### src/rtl/lcrs_pkg.sv
// shared types and constants for the line camera readout sequencer
package lcrs_pkg;

    localparam int unsigned PIXELS      = 128;
    localparam int unsigned END_WAIT    = 8;
    localparam int unsigned CNT_W       = 11;
    localparam int unsigned WAIT_W      = 8;
    localparam int unsigned ADDR_W      = 7;
    localparam int unsigned SAMPLE_W    = 16;
    localparam int unsigned NUM_SAMPLES = 8;
    localparam int unsigned MODE_W      = 2;
    localparam int unsigned OUT_DATA_W  = 48;
    localparam int unsigned OUT_USER_W  = 2;

    localparam logic [CNT_W-1:0]  PIXELS_CNT   = CNT_W'(PIXELS);
    localparam logic [WAIT_W-1:0] END_WAIT_CNT = WAIT_W'(END_WAIT);

    localparam logic [MODE_W-1:0] MODE_BOTH   = 2'd0;
    localparam logic [MODE_W-1:0] MODE_FIRST  = 2'd1;
    localparam logic [MODE_W-1:0] MODE_SECOND = 2'd2;

    localparam logic OP_TICK = 1'b0;
    localparam logic OP_ADC  = 1'b1;

    typedef logic [NUM_SAMPLES-1:0][SAMPLE_W-1:0] sample_vec_t;

    typedef struct packed {
        logic              si;
        logic              clk;
        logic              start_adc;
        logic [ADDR_W-1:0] pixel_addr;
    } seq_status_t;

    typedef struct packed {
        logic [SAMPLE_W-1:0] first_value;
        logic                first_write;
        logic [SAMPLE_W-1:0] second_value;
        logic                second_write;
    } avg_result_t;

endpackage

### src/rtl/lcrs_seq.sv
// sensor pulse sequencer: si and clock levels, pixel counter, end wait
module lcrs_seq
(
    input  logic                 clk,
    input  logic                 rst_n,
    input  logic                 step,
    input  logic                 is_tick,
    output lcrs_pkg::seq_status_t status
);

    typedef enum logic [3:0] {
        PH_START        = 4'd0,
        PH_FIRST_CLK_HI = 4'd1,
        PH_SI_LO        = 4'd2,
        PH_FIRST_CLK_LO = 4'd3,
        PH_WAIT_A       = 4'd4,
        PH_WAIT_B       = 4'd5,
        PH_CLK_HI       = 4'd6,
        PH_CLK_LO       = 4'd7,
        PH_END_WAIT     = 4'd8
    } phase_t;

    phase_t                         phase_reg, phase_next;
    logic [lcrs_pkg::CNT_W-1:0]     pixel_cnt_reg, pixel_cnt_next, pixel_cnt_inc;
    logic [lcrs_pkg::WAIT_W-1:0]    wait_cnt_reg, wait_cnt_next, wait_cnt_inc;
    logic                           si_reg, si_next;
    logic                           clk_lvl_reg, clk_lvl_next;
    logic                           adc_pulse;

    assign pixel_cnt_inc = pixel_cnt_reg + lcrs_pkg::CNT_W'(1);
    assign wait_cnt_inc  = wait_cnt_reg + lcrs_pkg::WAIT_W'(1);

    always_comb
    begin
        phase_next     = phase_reg;
        pixel_cnt_next = pixel_cnt_reg;
        wait_cnt_next  = wait_cnt_reg;
        si_next        = si_reg;
        clk_lvl_next   = clk_lvl_reg;
        adc_pulse      = 1'b0;
        unique case (phase_reg)
            PH_FIRST_CLK_HI:
            begin
                clk_lvl_next = 1'b1;
                phase_next   = PH_SI_LO;
            end
            PH_SI_LO:
            begin
                si_next    = 1'b0;
                phase_next = PH_FIRST_CLK_LO;
            end
            PH_FIRST_CLK_LO:
            begin
                clk_lvl_next   = 1'b0;
                pixel_cnt_next = '1;
                wait_cnt_next  = '0;
                phase_next     = PH_WAIT_A;
            end
            PH_WAIT_A:
            begin
                phase_next = PH_WAIT_B;
            end
            PH_WAIT_B:
            begin
                phase_next = PH_CLK_HI;
            end
            PH_CLK_HI:
            begin
                pixel_cnt_next = pixel_cnt_inc;
                if (pixel_cnt_inc == lcrs_pkg::PIXELS_CNT)
                begin
                    // last pixel: the clock stays low and the end wait follows
                    clk_lvl_next = 1'b0;
                    phase_next   = PH_END_WAIT;
                end
                else
                begin
                    clk_lvl_next = 1'b1;
                    phase_next   = PH_CLK_LO;
                end
            end
            PH_CLK_LO:
            begin
                adc_pulse    = 1'b1;
                clk_lvl_next = 1'b0;
                phase_next   = PH_CLK_HI;
            end
            PH_END_WAIT:
            begin
                if (wait_cnt_inc >= lcrs_pkg::END_WAIT_CNT)
                begin
                    wait_cnt_next = '0;
                    phase_next    = PH_START;
                end
                else
                begin
                    wait_cnt_next = wait_cnt_inc;
                end
            end
            default:
            begin
                si_next    = 1'b1;
                phase_next = PH_FIRST_CLK_HI;
            end
        endcase
    end

    always_ff @(posedge clk or negedge rst_n)
    begin
        if (!rst_n)
        begin
            phase_reg     <= PH_START;
            pixel_cnt_reg <= '0;
            wait_cnt_reg  <= '0;
            si_reg        <= 1'b0;
            clk_lvl_reg   <= 1'b0;
        end
        else if (step && is_tick)
        begin
            phase_reg     <= phase_next;
            pixel_cnt_reg <= pixel_cnt_next;
            wait_cnt_reg  <= wait_cnt_next;
            si_reg        <= si_next;
            clk_lvl_reg   <= clk_lvl_next;
        end
    end

    // a tick reports the levels after it, a converter word the levels as they stand
    always_comb
    begin
        status.si         = is_tick ? si_next : si_reg;
        status.clk        = is_tick ? clk_lvl_next : clk_lvl_reg;
        status.start_adc  = is_tick & adc_pulse;
        status.pixel_addr = is_tick ? '0 : pixel_cnt_reg[lcrs_pkg::ADDR_W-1:0];
    end

endmodule

### src/rtl/lcrs_avg.sv
// averaging of the eight converter samples per sensor mode
module lcrs_avg
(
    input  lcrs_pkg::sample_vec_t          samples,
    input  logic [lcrs_pkg::MODE_W-1:0]    mode,
    input  logic                           enable,
    output lcrs_pkg::avg_result_t          result
);

    localparam int unsigned SUM4_W = lcrs_pkg::SAMPLE_W + 2;
    localparam int unsigned SUM8_W = lcrs_pkg::SAMPLE_W + 3;

    logic [SUM4_W-1:0] sum_lo;
    logic [SUM4_W-1:0] sum_hi;
    logic [SUM8_W-1:0] sum_all;

    assign sum_lo  = SUM4_W'(samples[0]) + SUM4_W'(samples[1])
                   + SUM4_W'(samples[2]) + SUM4_W'(samples[3]);
    assign sum_hi  = SUM4_W'(samples[4]) + SUM4_W'(samples[5])
                   + SUM4_W'(samples[6]) + SUM4_W'(samples[7]);
    assign sum_all = SUM8_W'(sum_lo) + SUM8_W'(sum_hi);

    always_comb
    begin
        result = '0;
        if (enable)
        begin
            unique case (mode)
                lcrs_pkg::MODE_BOTH:
                begin
                    result.first_value  = sum_lo[SUM4_W-1:2];
                    result.first_write  = 1'b1;
                    result.second_value = sum_hi[SUM4_W-1:2];
                    result.second_write = 1'b1;
                end
                lcrs_pkg::MODE_FIRST:
                begin
                    result.first_value = sum_all[SUM8_W-1:3];
                    result.first_write = 1'b1;
                end
                lcrs_pkg::MODE_SECOND:
                begin
                    result.second_value = sum_all[SUM8_W-1:3];
                    result.second_write = 1'b1;
                end
                default:
                begin
                    result = '0;
                end
            endcase
        end
    end

endmodule

### src/rtl/line_camera_readout_sequencer.sv
// top level of the line camera readout sequencer
//
// channel   direction  handshake               payload
// s_axis    in         tvalid / tready         tuser opcode, tdata samples 0..7
// m_axis    out        tvalid / tready         tdata levels, pixel, values; tuser strobes
// cfg       in         cfg_valid / cfg_ready   cfg_data sensor mode
//
// one word per cycle while m_axis is not stalled; a word is registered first in
// the input register and then in the result register, which offers it on m_axis
// the sequencer state and the sample adders sit between those registers
// rst_n clears the sequencer to its start phase and the mode to both sensors
// a stalled result register holds the input register, which then drops s_axis_tready
module line_camera_readout_sequencer
(
    input  logic                                  clk,
    input  logic                                  rst_n,
    input  logic                                  s_axis_tvalid,
    output logic                                  s_axis_tready,
    // sample_0 .. sample_7, 16 bits each
    input  logic [lcrs_pkg::NUM_SAMPLES*lcrs_pkg::SAMPLE_W-1:0] s_axis_tdata,
    // opcode
    input  logic                                  s_axis_tuser,
    output logic                                  m_axis_tvalid,
    input  logic                                  m_axis_tready,
    // si_out, clk_out, start_adc, pixel_addr, first_value, second_value, zero pad
    output logic [lcrs_pkg::OUT_DATA_W-1:0]       m_axis_tdata,
    // first_write, second_write
    output logic [lcrs_pkg::OUT_USER_W-1:0]       m_axis_tuser,
    input  logic                                  cfg_valid,
    output logic                                  cfg_ready,
    input  logic [lcrs_pkg::MODE_W-1:0]           cfg_data
);

    logic                              in_valid_reg;
    logic                              opcode_reg;
    lcrs_pkg::sample_vec_t             samples_reg;
    logic [lcrs_pkg::MODE_W-1:0]       mode_reg;
    logic                              out_valid_reg;
    lcrs_pkg::seq_status_t             status_reg;
    lcrs_pkg::avg_result_t             avg_reg;

    logic                              advance;
    logic                              is_tick;
    lcrs_pkg::seq_status_t             status;
    lcrs_pkg::avg_result_t             avg;

    assign advance       = in_valid_reg && (!out_valid_reg || m_axis_tready);
    assign s_axis_tready = !in_valid_reg || advance;
    assign cfg_ready     = 1'b1;
    assign is_tick       = (opcode_reg == lcrs_pkg::OP_TICK);

    lcrs_seq u_seq
    (
        .clk     (clk),
        .rst_n   (rst_n),
        .step    (advance),
        .is_tick (is_tick),
        .status  (status)
    );

    lcrs_avg u_avg
    (
        .samples (samples_reg),
        .mode    (mode_reg),
        .enable  (!is_tick),
        .result  (avg)
    );

    always_ff @(posedge clk or negedge rst_n)
    begin
        if (!rst_n)
        begin
            in_valid_reg  <= 1'b0;
            out_valid_reg <= 1'b0;
            mode_reg      <= lcrs_pkg::MODE_BOTH;
        end
        else
        begin
            if (s_axis_tvalid && s_axis_tready)
            begin
                in_valid_reg <= 1'b1;
            end
            else if (advance)
            begin
                in_valid_reg <= 1'b0;
            end

            if (advance)
            begin
                out_valid_reg <= 1'b1;
            end
            else if (m_axis_tready)
            begin
                out_valid_reg <= 1'b0;
            end

            if (cfg_valid && cfg_ready)
            begin
                mode_reg <= cfg_data;
            end
        end
    end

    always_ff @(posedge clk)
    begin
        if (s_axis_tvalid && s_axis_tready)
        begin
            opcode_reg  <= s_axis_tuser;
            samples_reg <= s_axis_tdata;
        end
        if (advance)
        begin
            status_reg <= status;
            avg_reg    <= avg;
        end
    end

    assign m_axis_tvalid = out_valid_reg;
    assign m_axis_tdata  = {6'd0, avg_reg.second_value, avg_reg.first_value,
                            status_reg.pixel_addr, status_reg.start_adc,
                            status_reg.clk, status_reg.si};
    assign m_axis_tuser  = {avg_reg.second_write, avg_reg.first_write};

`ifndef SYNTHESIS
    a_adc_clock_low: assert property (@(posedge clk) disable iff (!rst_n)
        out_valid_reg && status_reg.start_adc |-> !status_reg.clk)
        else $error("start_adc with clock high");

    a_adc_no_store: assert property (@(posedge clk) disable iff (!rst_n)
        out_valid_reg && status_reg.start_adc |-> !avg_reg.first_write && !avg_reg.second_write)
        else $error("start_adc together with a store strobe");

    a_in_hold: assert property (@(posedge clk) disable iff (!rst_n)
        in_valid_reg && !advance |=> in_valid_reg && $stable(opcode_reg))
        else $error("input register lost a word while stalled");

    a_advance_fills: assert property (@(posedge clk) disable iff (!rst_n)
        advance |=> out_valid_reg)
        else $error("result register not filled after advance");

    a_strobes_match_mode: assert property (@(posedge clk) disable iff (!rst_n)
        advance && !is_tick && mode_reg == lcrs_pkg::MODE_BOTH
        |=> avg_reg.first_write && avg_reg.second_write)
        else $error("both-sensor mode missing a store strobe");
`endif

endmodule
### config.mk
export PLATFORM = sky130hd
export DESIGN_NAME = line_camera_readout_sequencer
export DESIGN_NICKNAME = d
export VERILOG_FILES = /design/src/rtl/lcrs_pkg.sv /design/src/rtl/lcrs_seq.sv /design/src/rtl/lcrs_avg.sv /design/src/rtl/line_camera_readout_sequencer.sv
export SDC_FILE = /design/constraint.sdc
export NUM_CORES = 1
export LEC_CHECK = 0
export BUFFER_PORTS_ARGS = -buffer_cell sky130_fd_sc_hd__buf_4
export CORE_MARGIN = 4
export CORE_UTILIZATION = 50
export CTS_BUF_LIST = sky130_fd_sc_hd__clkbuf_2
export CTS_CLUSTER_SIZE = 30
export DETAILED_ROUTE_END_ITERATION = 6
export PLACE_DENSITY_LB_ADDON = 0.2
export SLEW_MARGIN = 30
export SYNTH_ARGS = -nofsm -noshare
export SYNTH_HDL_FRONTEND = slang
export SYNTH_SLANG_ARGS = --single-unit
### constraint.sdc
create_clock -name clk -period 13.6 [get_ports clk]
set_input_delay 0.68 -clock clk [delete_from_list [all_inputs] [get_ports clk]]
set_output_delay 0.68 -clock clk [all_outputs]
set_load 0.01 [all_outputs]
Word-level counts from Yosys, hierarchy flattened

Cells that the tools add are included.

Logic and storage cells: 85
Register bits after elaboration: 202
Input port bits: 136
Output and inout bits: 53

Multiplexer cells: 18
Equal/unequal tests: 12
Magnitude comparators: 1
Reduce and logical (&&, ||, !) cells: 18
Bitwise logic cells: 2
Add/sub/neg operators: 9

Operator list:

| kind                                                                                 | count |
|---|---|
| 18-bit by 16-bit adder with 18-bit output                                            | 4 |
| 17-bit one-hot mux with 2 select lines                                               | 2 |
| 16-bit by 16-bit adder with 17-bit output                                            | 2 |
| 4-bit one-hot mux with 7 select lines                                                | 1 |
| 11-bit one-hot mux with 2 select lines                                               | 1 |
| 18-bit by 18-bit adder with 19-bit output                                            | 1 |
| 4-bit by 3-bit equality test with 1-bit output (second input constant)               | 4 |
| 8-bit one-hot mux with 2 select lines                                                | 1 |
| 11-bit by 1-bit adder with 11-bit output (second input constant)                     | 1 |
| 11-bit by 8-bit equality test with 1-bit output (second input constant)              | 1 |
| 8-bit by 1-bit adder with 8-bit output (second input constant)                       | 1 |
| 4-bit by 2-bit equality test with 1-bit output (second input constant)               | 2 |
| 8-bit by 4-bit greater-or-equal comparator with 1-bit output (second input constant) | 1 |
| 1-bit 2-to-1 mux                                                                     | 8 |
| 4-bit 2-to-1 mux                                                                     | 2 |
| 8-bit 2-to-1 mux                                                                     | 1 |
| 2-bit nonzero test                                                                   | 4 |
| 7-bit OR reduction                                                                   | 1 |
| 2-bit AND reduction                                                                  | 3 |
| 4-bit by 1-bit equality test with 1-bit output (second input constant)               | 1 |
| 4-bit equality test (second input constant)                                          | 1 |
| 2-bit OR reduction                                                                   | 2 |
| 1-bit logical AND                                                                    | 3 |
| 1-bit one-hot mux with 3 select lines                                                | 1 |
| other kinds (9)                                                                      | 11 |

Logic depth before layout (Yosys ltp)

Word-level depth: 6
Depth in mapped cells: 29
Mapped depth without buffers: 29

Cells and area by module

From an unflattened synthesis, not the netlist that was laid out.

Cell total of the unflattened synthesis: 983
Area total of the unflattened synthesis: 11671.2 µm²

By module, submodules not included:

| module                        | cells an instance | seq. area each (µm²) | area an instance (µm²) | times used |
|---|---|---|---|---|
| line_camera_readout_sequencer | 195               | 5295.1               | 5435.2                 | 1 |
| lcrs_avg                      | 605               | 0.0                  | 4648.2                 | 1 |
| lcrs_seq                      | 183               | 625.6                | 1587.8                 | 1 |

Worst setup path before layout

OpenSTA, ideal clock, no wires.

Kind: flip-flop to flip-flop
From: reg samples_reg[64] (netlist name)
To: reg avg_reg (netlist bit m_axis_tdata[23]), data pin
Arrival time: 5.137 ns
Stages on the path, launching flop included: 29
Slack: 8.197 ns
Path buffers: 0
Period minus slack after synthesis: 5.403 ns
Required time: 13.334 ns
Library setup time: 0.266 ns
Cells stage by stage: edfxtp_1 > ha_1 > inv_1 > fa_1 > nor2b_1 > o21ai_0 > a21boi_0 > o21ai_0 > a21boi_0 > o21ai_0 > a21oi_1 > nor2_1 > xor2_1 > fa_1 > inv_1 > ha_1 > and2_1 > or2_2 > a31o_2 > a21o_1 > a21oi_1 > o21ai_0 > xor2_1 > ha_1 > or3_1 > o21ai_0 > xnor2_1 > mux2i_1 > nor2_1

Word-level cells in the longest chain between the ends: 5

Ends and longest elaborated chain:

| element                                                | line                                 | RTL |
|---|---|---|
| start: declaration                                     | line_camera_readout_sequencer.sv:36  | `lcrs_pkg::sample_vec_t samples_reg;` |
| start signal: assignment                               | line_camera_readout_sequencer.sv:109 | `samples_reg <= s_axis_tdata;` |
| 16-bit by 16-bit adder with 17-bit output              | lcrs_avg.sv:19                       | `assign sum_hi = SUM4_W'(samples[4]) + SUM4_W'(samples[5])` |
| 18-bit by 16-bit adder with 18-bit output (2 in a row) | lcrs_avg.sv:20                       | `+ SUM4_W'(samples[6]) + SUM4_W'(samples[7]);` |
| 18-bit by 18-bit adder with 19-bit output              | lcrs_avg.sv:21                       | `assign sum_all = SUM8_W'(sum_lo) + SUM8_W'(sum_hi);` |
| 17-bit one-hot mux with 2 select lines                 | lcrs_avg.sv:28                       | `unique case (mode)` |
| end signal: assignment                                 | line_camera_readout_sequencer.sv:114 | `avg_reg <= avg;` |
| end: declaration                                       | line_camera_readout_sequencer.sv:40  | `lcrs_pkg::avg_result_t avg_reg;` |

Every way passes these cells.
A chain may end at the register's enable or synchronous reset.

Final worst setup path

From: reg samples_reg[64] (netlist name)
To: reg avg_reg (netlist bit m_axis_tdata[41]), data pin

Word-level cells in the longest chain between the ends: 5

Ends and longest elaborated chain:

| element                                                  | line |
|---|---|
| 16-bit by 16-bit adder with 17-bit output *              | lcrs_avg.sv:19 |
| 18-bit by 16-bit adder with 18-bit output * (2 in a row) | lcrs_avg.sv:20 |
| 18-bit by 18-bit adder with 19-bit output                | lcrs_avg.sv:21 |
| 17-bit one-hot mux with 2 select lines *                 | lcrs_avg.sv:28 |

Every way passes the cells marked *; elsewhere a longest branch is shown, timed or not.

==> flow_summary.toml <==
[synthesis]
ys_seq_area_share_pct = 50.5
synth_async_sr_flop_share_pct = 14.4
ys_seq_elements = 202
syn-mean-instance-area_sq_um = 11.1
netlist_instances = 1054
synthesis.yosys.warnings = 0
netlist_area_sq_um = 11700
synth_top_flop_cell = "edfxtp_1"
synth.distinct_cells = 59
number_of_flops_mapped_to_enable_cells_by_yosys = 173

[clock_tree]
cts_post_setup_buffers_inserted = 0
insertion_delay_ns = 0.80
cts_buf_count = 53
max-clock-path-buffers = 3
cts.hold.buffers_added = 120
cts_sinks = 202
clkSlewWorstSetupHoldPaths_ns = 0.11
tritoncts = "done"
cts_max_level = 2
post_cts_resized = 0
ctsRootBufferMaster = "clkbuf_2"

[detailed_routing]
wl_per_cell_um = 14.9
number_of_remaining_drc_errors = 0
detailedRoute.firstIterationViolations = 356
ant_nets = 0
via_count = 8654
drt-pass1-iter-count = 4
detail_routed_via_count_per_cell = 4.97
routed_wirelength_um = 26000

[critical_path]
required_time_worst_endpoint_ns = 14.10
reg2reg_start = "samples_reg[64]"
cp_data_arrival_time_ns = 6.63
cp-start-kind = "flip-flop"
rrSetupSlack_ns = 7.47
timing.critical_path.to_type = "flip-flop"
critical_path.reg2reg.endpoint = "m_axis_tdata[41]"
critPathMaxFanout = 5
setup_cp_type = "flip-flop to flip-flop"
reg2regPathDepth = 25

[power]
power.total_mw = 2.94
power.sequential.fraction_pct = 28.6
power.switching_fraction_pct = 42.3
peakVddDrop_mv = 0.136
power.switching_mw = 1.24
p_int_mw = 1.70
cellPowerDensity_nw_per_um2 = 195
pwr-share-clk_pct = 13.0
p_leak_nw = 6.89
p_comb_share_pct = 58.4

[outcome]
outcome = "complete, no violations"

[finish]
final_layout_size_suffix_gt1_share_pct = 19.9
multi_input_area_sq_um = 5110
final_net_count = 1654
fillers = 1776
area_growth_pct = 28.3
seq_area_sq_um = 5920
largest_register_ff_count = 128

[hold_path]
timing.hold.worst.class = "primary input to flip-flop"
hold_path_end = "samples_reg[117]"
worstHoldStart = "s_axis_tdata[117]"
hold_depth = 1

[sta]
hold_violations = 0
period_share_pct = 45.1
timing.slew.headroom_pct = 50.6
fin_worst_skew_ns = 0.0489
setup_total_negative_slack_ns = 0
maxClockFrequency_mhz = 163
rsz_0062_raised_after_global_routing = "false"
drv_slew = 0
worst-slew-pin-transition_ns = 0.740
timing.final.setup_violations = 0
fin_hold_ws_ns = 0.0596
final_period_minus_worst_setup_slack_ns = 6.13

[grt]
grt_pass1_vias = 8738
antenna_found_initial = 1
pin_count_of_the_biggest_net_entering_global_routing = 86
gr-total-overflow = 0
track_usage_pct = 20.0
grt_first_pass_wirelength_um = 42200

[job]
timing.max_cap.violations = 0

[floorplanning]
initial_utilization_pct = 51.3
top_level_i_o_count = 189
floorplan.die.width_um = 161
design.core.area_sq_um = 22800
chipHeight_um = 161
rows = 55
die_area_sq_um = 26000

[placement]
dpl.hpwl_um = 18100
numPortBuffers = 181
gpl_congestion = 0.855
-- logic make-up (layout without fill, tap and decap cells) --
group / count (synthesis) / after routing / synth area share, %
xor+xnor: 69 / 69 / 5.15
buf+inv: 186 / 555 / 6.19
compound gates: 200 / 200 / 10.8
fa+ha+maj: 120 / 120 / 15.1
other cells: 2 / 8 / 0.0640
simple gates: 245 / 245 / 9.61
mux: 30 / 30 / 2.60
flops: 202 / 202 / 50.5
-- power groups by stage --
stage                     sequential, mW  combinational [mW]  clock, mW
after floorplan                    0.857                1.27          0
after global placement             0.854                1.66          0
after detailed placement           0.856                1.68          0
after CTS                          0.843                1.72      0.400
after global routing               0.854                1.93      0.432
final                              0.842                1.72      0.382
-- cells in the mapped netlist (5+ instances only) --
cell / number / area share (%)
nand3_1: 20 / 0.85
nor2b_1: 14 / 0.75
inv_1: 165 / 5.3
edfxtp_1: 173 / 44
a211o_1: 6 / 0.45
nand2b_1: 11 / 0.59
a21o_1: 16 / 1.0
nand2_1: 55 / 1.8
nor2_1: 91 / 2.9
and2_1: 10 / 0.53
buf_4: 7 / 0.45
ha_1: 84 / 9.0
xor2_1: 25 / 1.9
a21boi_0: 7 / 0.45
a211oi_1: 8 / 0.51
or3_1: 5 / 0.27
xnor2_1: 44 / 3.3
o21ai_0: 50 / 2.1
nor3_1: 21 / 0.90
and3_1: 5 / 0.27
o21a_1: 5 / 0.32
a21oi_1: 61 / 2.6
dfrtp_1: 29 / 6.2
clkbuf_1: 10 / 0.32
fa_1: 36 / 6.1
mux2i_1: 26 / 2.2
-- area by class of cell --
class	instances	share of cell area, %
antenna	1	0.0166
clock buffer	74	2.46
clock inverter	11	0.283
inverter	165	4.11
multi-input combinational	671	33.9
sequential	202	39.3
tap	313	2.60
timing repair buffer	305	17.2
-- worst max-delay path: stages (launching register included) --
cell and delay (ns):
edfxtp_1 0.38, ha_1 0.23, inv_1 0.07, fa_1 0.19
nor2b_1 0.05, o21ai_0 0.20, a21boi_0 0.12, o21ai_0 0.24
a21boi_0 0.13, o21ai_0 0.27, a21oi_1 0.15, o41ai_1 0.50
xor2_1 0.16, fa_1 0.50, inv_1 0.04, ha_1 0.35
nor2b_1 0.17, a221o_1 0.29, a311oi_1 0.51, inv_1 0.11
ha_1 0.29, or3_1 0.37, o211ai_1 0.19, a21oi_1 0.09
nor2_1 0.13, a21oi_1 0.10
-- metrics by stage --
step                cells  cell area [sq um]  utilization, %  setup WS, ns
finish               1742              15100            65.9          7.47
global route         1742              15100            65.9          6.97
detailed placement   1535              13400            58.8          7.49
floorplan            1059              11800               -          8.20
global placement     1535              13400            58.7          7.62
CTS                  1740              15000            65.8          7.46
-- cells in the final DEF (no fill, tap or decap), types with 5 or more instances in the layout --
| cell type | netlist | routed |
|---|---|---|
| o21a_1 | 5 | 5 |
| edfxtp_1 | 173 | 173 |
| nand2b_1 | 11 | 11 |
| mux2i_1 | 26 | 26 |
| nor3_1 | 21 | 20 |
| conb_1 | 2 | 7 |
| nor2b_1 | 14 | 14 |
| o21ai_0 | 50 | 50 |
| clkbuf_2 | 0 | 74 |
| nand2_1 | 55 | 55 |
| xnor2_1 | 44 | 44 |
| a211oi_1 | 8 | 8 |
| dlygate4sd3_1 | 0 | 121 |
| dfrtp_1 | 29 | 27 |
| ha_1 | 84 | 84 |
| nor2_1 | 91 | 91 |
| clkinv_1 | 0 | 9 |
| a21boi_0 | 7 | 7 |
| inv_1 | 165 | 165 |
| nand3_1 | 20 | 20 |
| a21oi_1 | 61 | 61 |
| xor2_1 | 25 | 25 |
| a211o_1 | 6 | 6 |
| a21o_1 | 16 | 16 |
| and3_1 | 5 | 5 |
| and2_1 | 10 | 9 |
| or3_1 | 5 | 5 |
| fa_1 | 36 | 36 |
| buf_4 | 7 | 183 |
-- routing by layer --
| metal | vias up | part of all wire (%) | track usage (%) | wire [um] |
|---|---|---|---|---|
| li1 | 4352 | - | - | - |
| met4 | 0 | 2.3 | 6.28 | 598 |
| met1 | 4013 | 43 | 25.5 | 11100 |
| met2 | 238 | 49 | 34.4 | 12800 |
| met3 | 51 | 5.7 | 4.49 | 1500 |
| met5 | - | 0 | 0 | 0 |
-- how the worst max path moves through the flow --
stage	start	endpoint	slack [ns]
floorplan	samples_reg[64]	m_axis_tdata[23]	8.20
global placement	samples_reg[64]	m_axis_tdata[41]	7.62
detailed placement	samples_reg[64]	m_axis_tdata[41]	7.49
CTS	samples_reg[64]	m_axis_tdata[41]	7.46
global route	samples_reg[64]	m_axis_tdata[23]	6.97
finish	samples_reg[64]	m_axis_tdata[41]	7.47
Note: power is estimated with default switching activity, not from simulation.
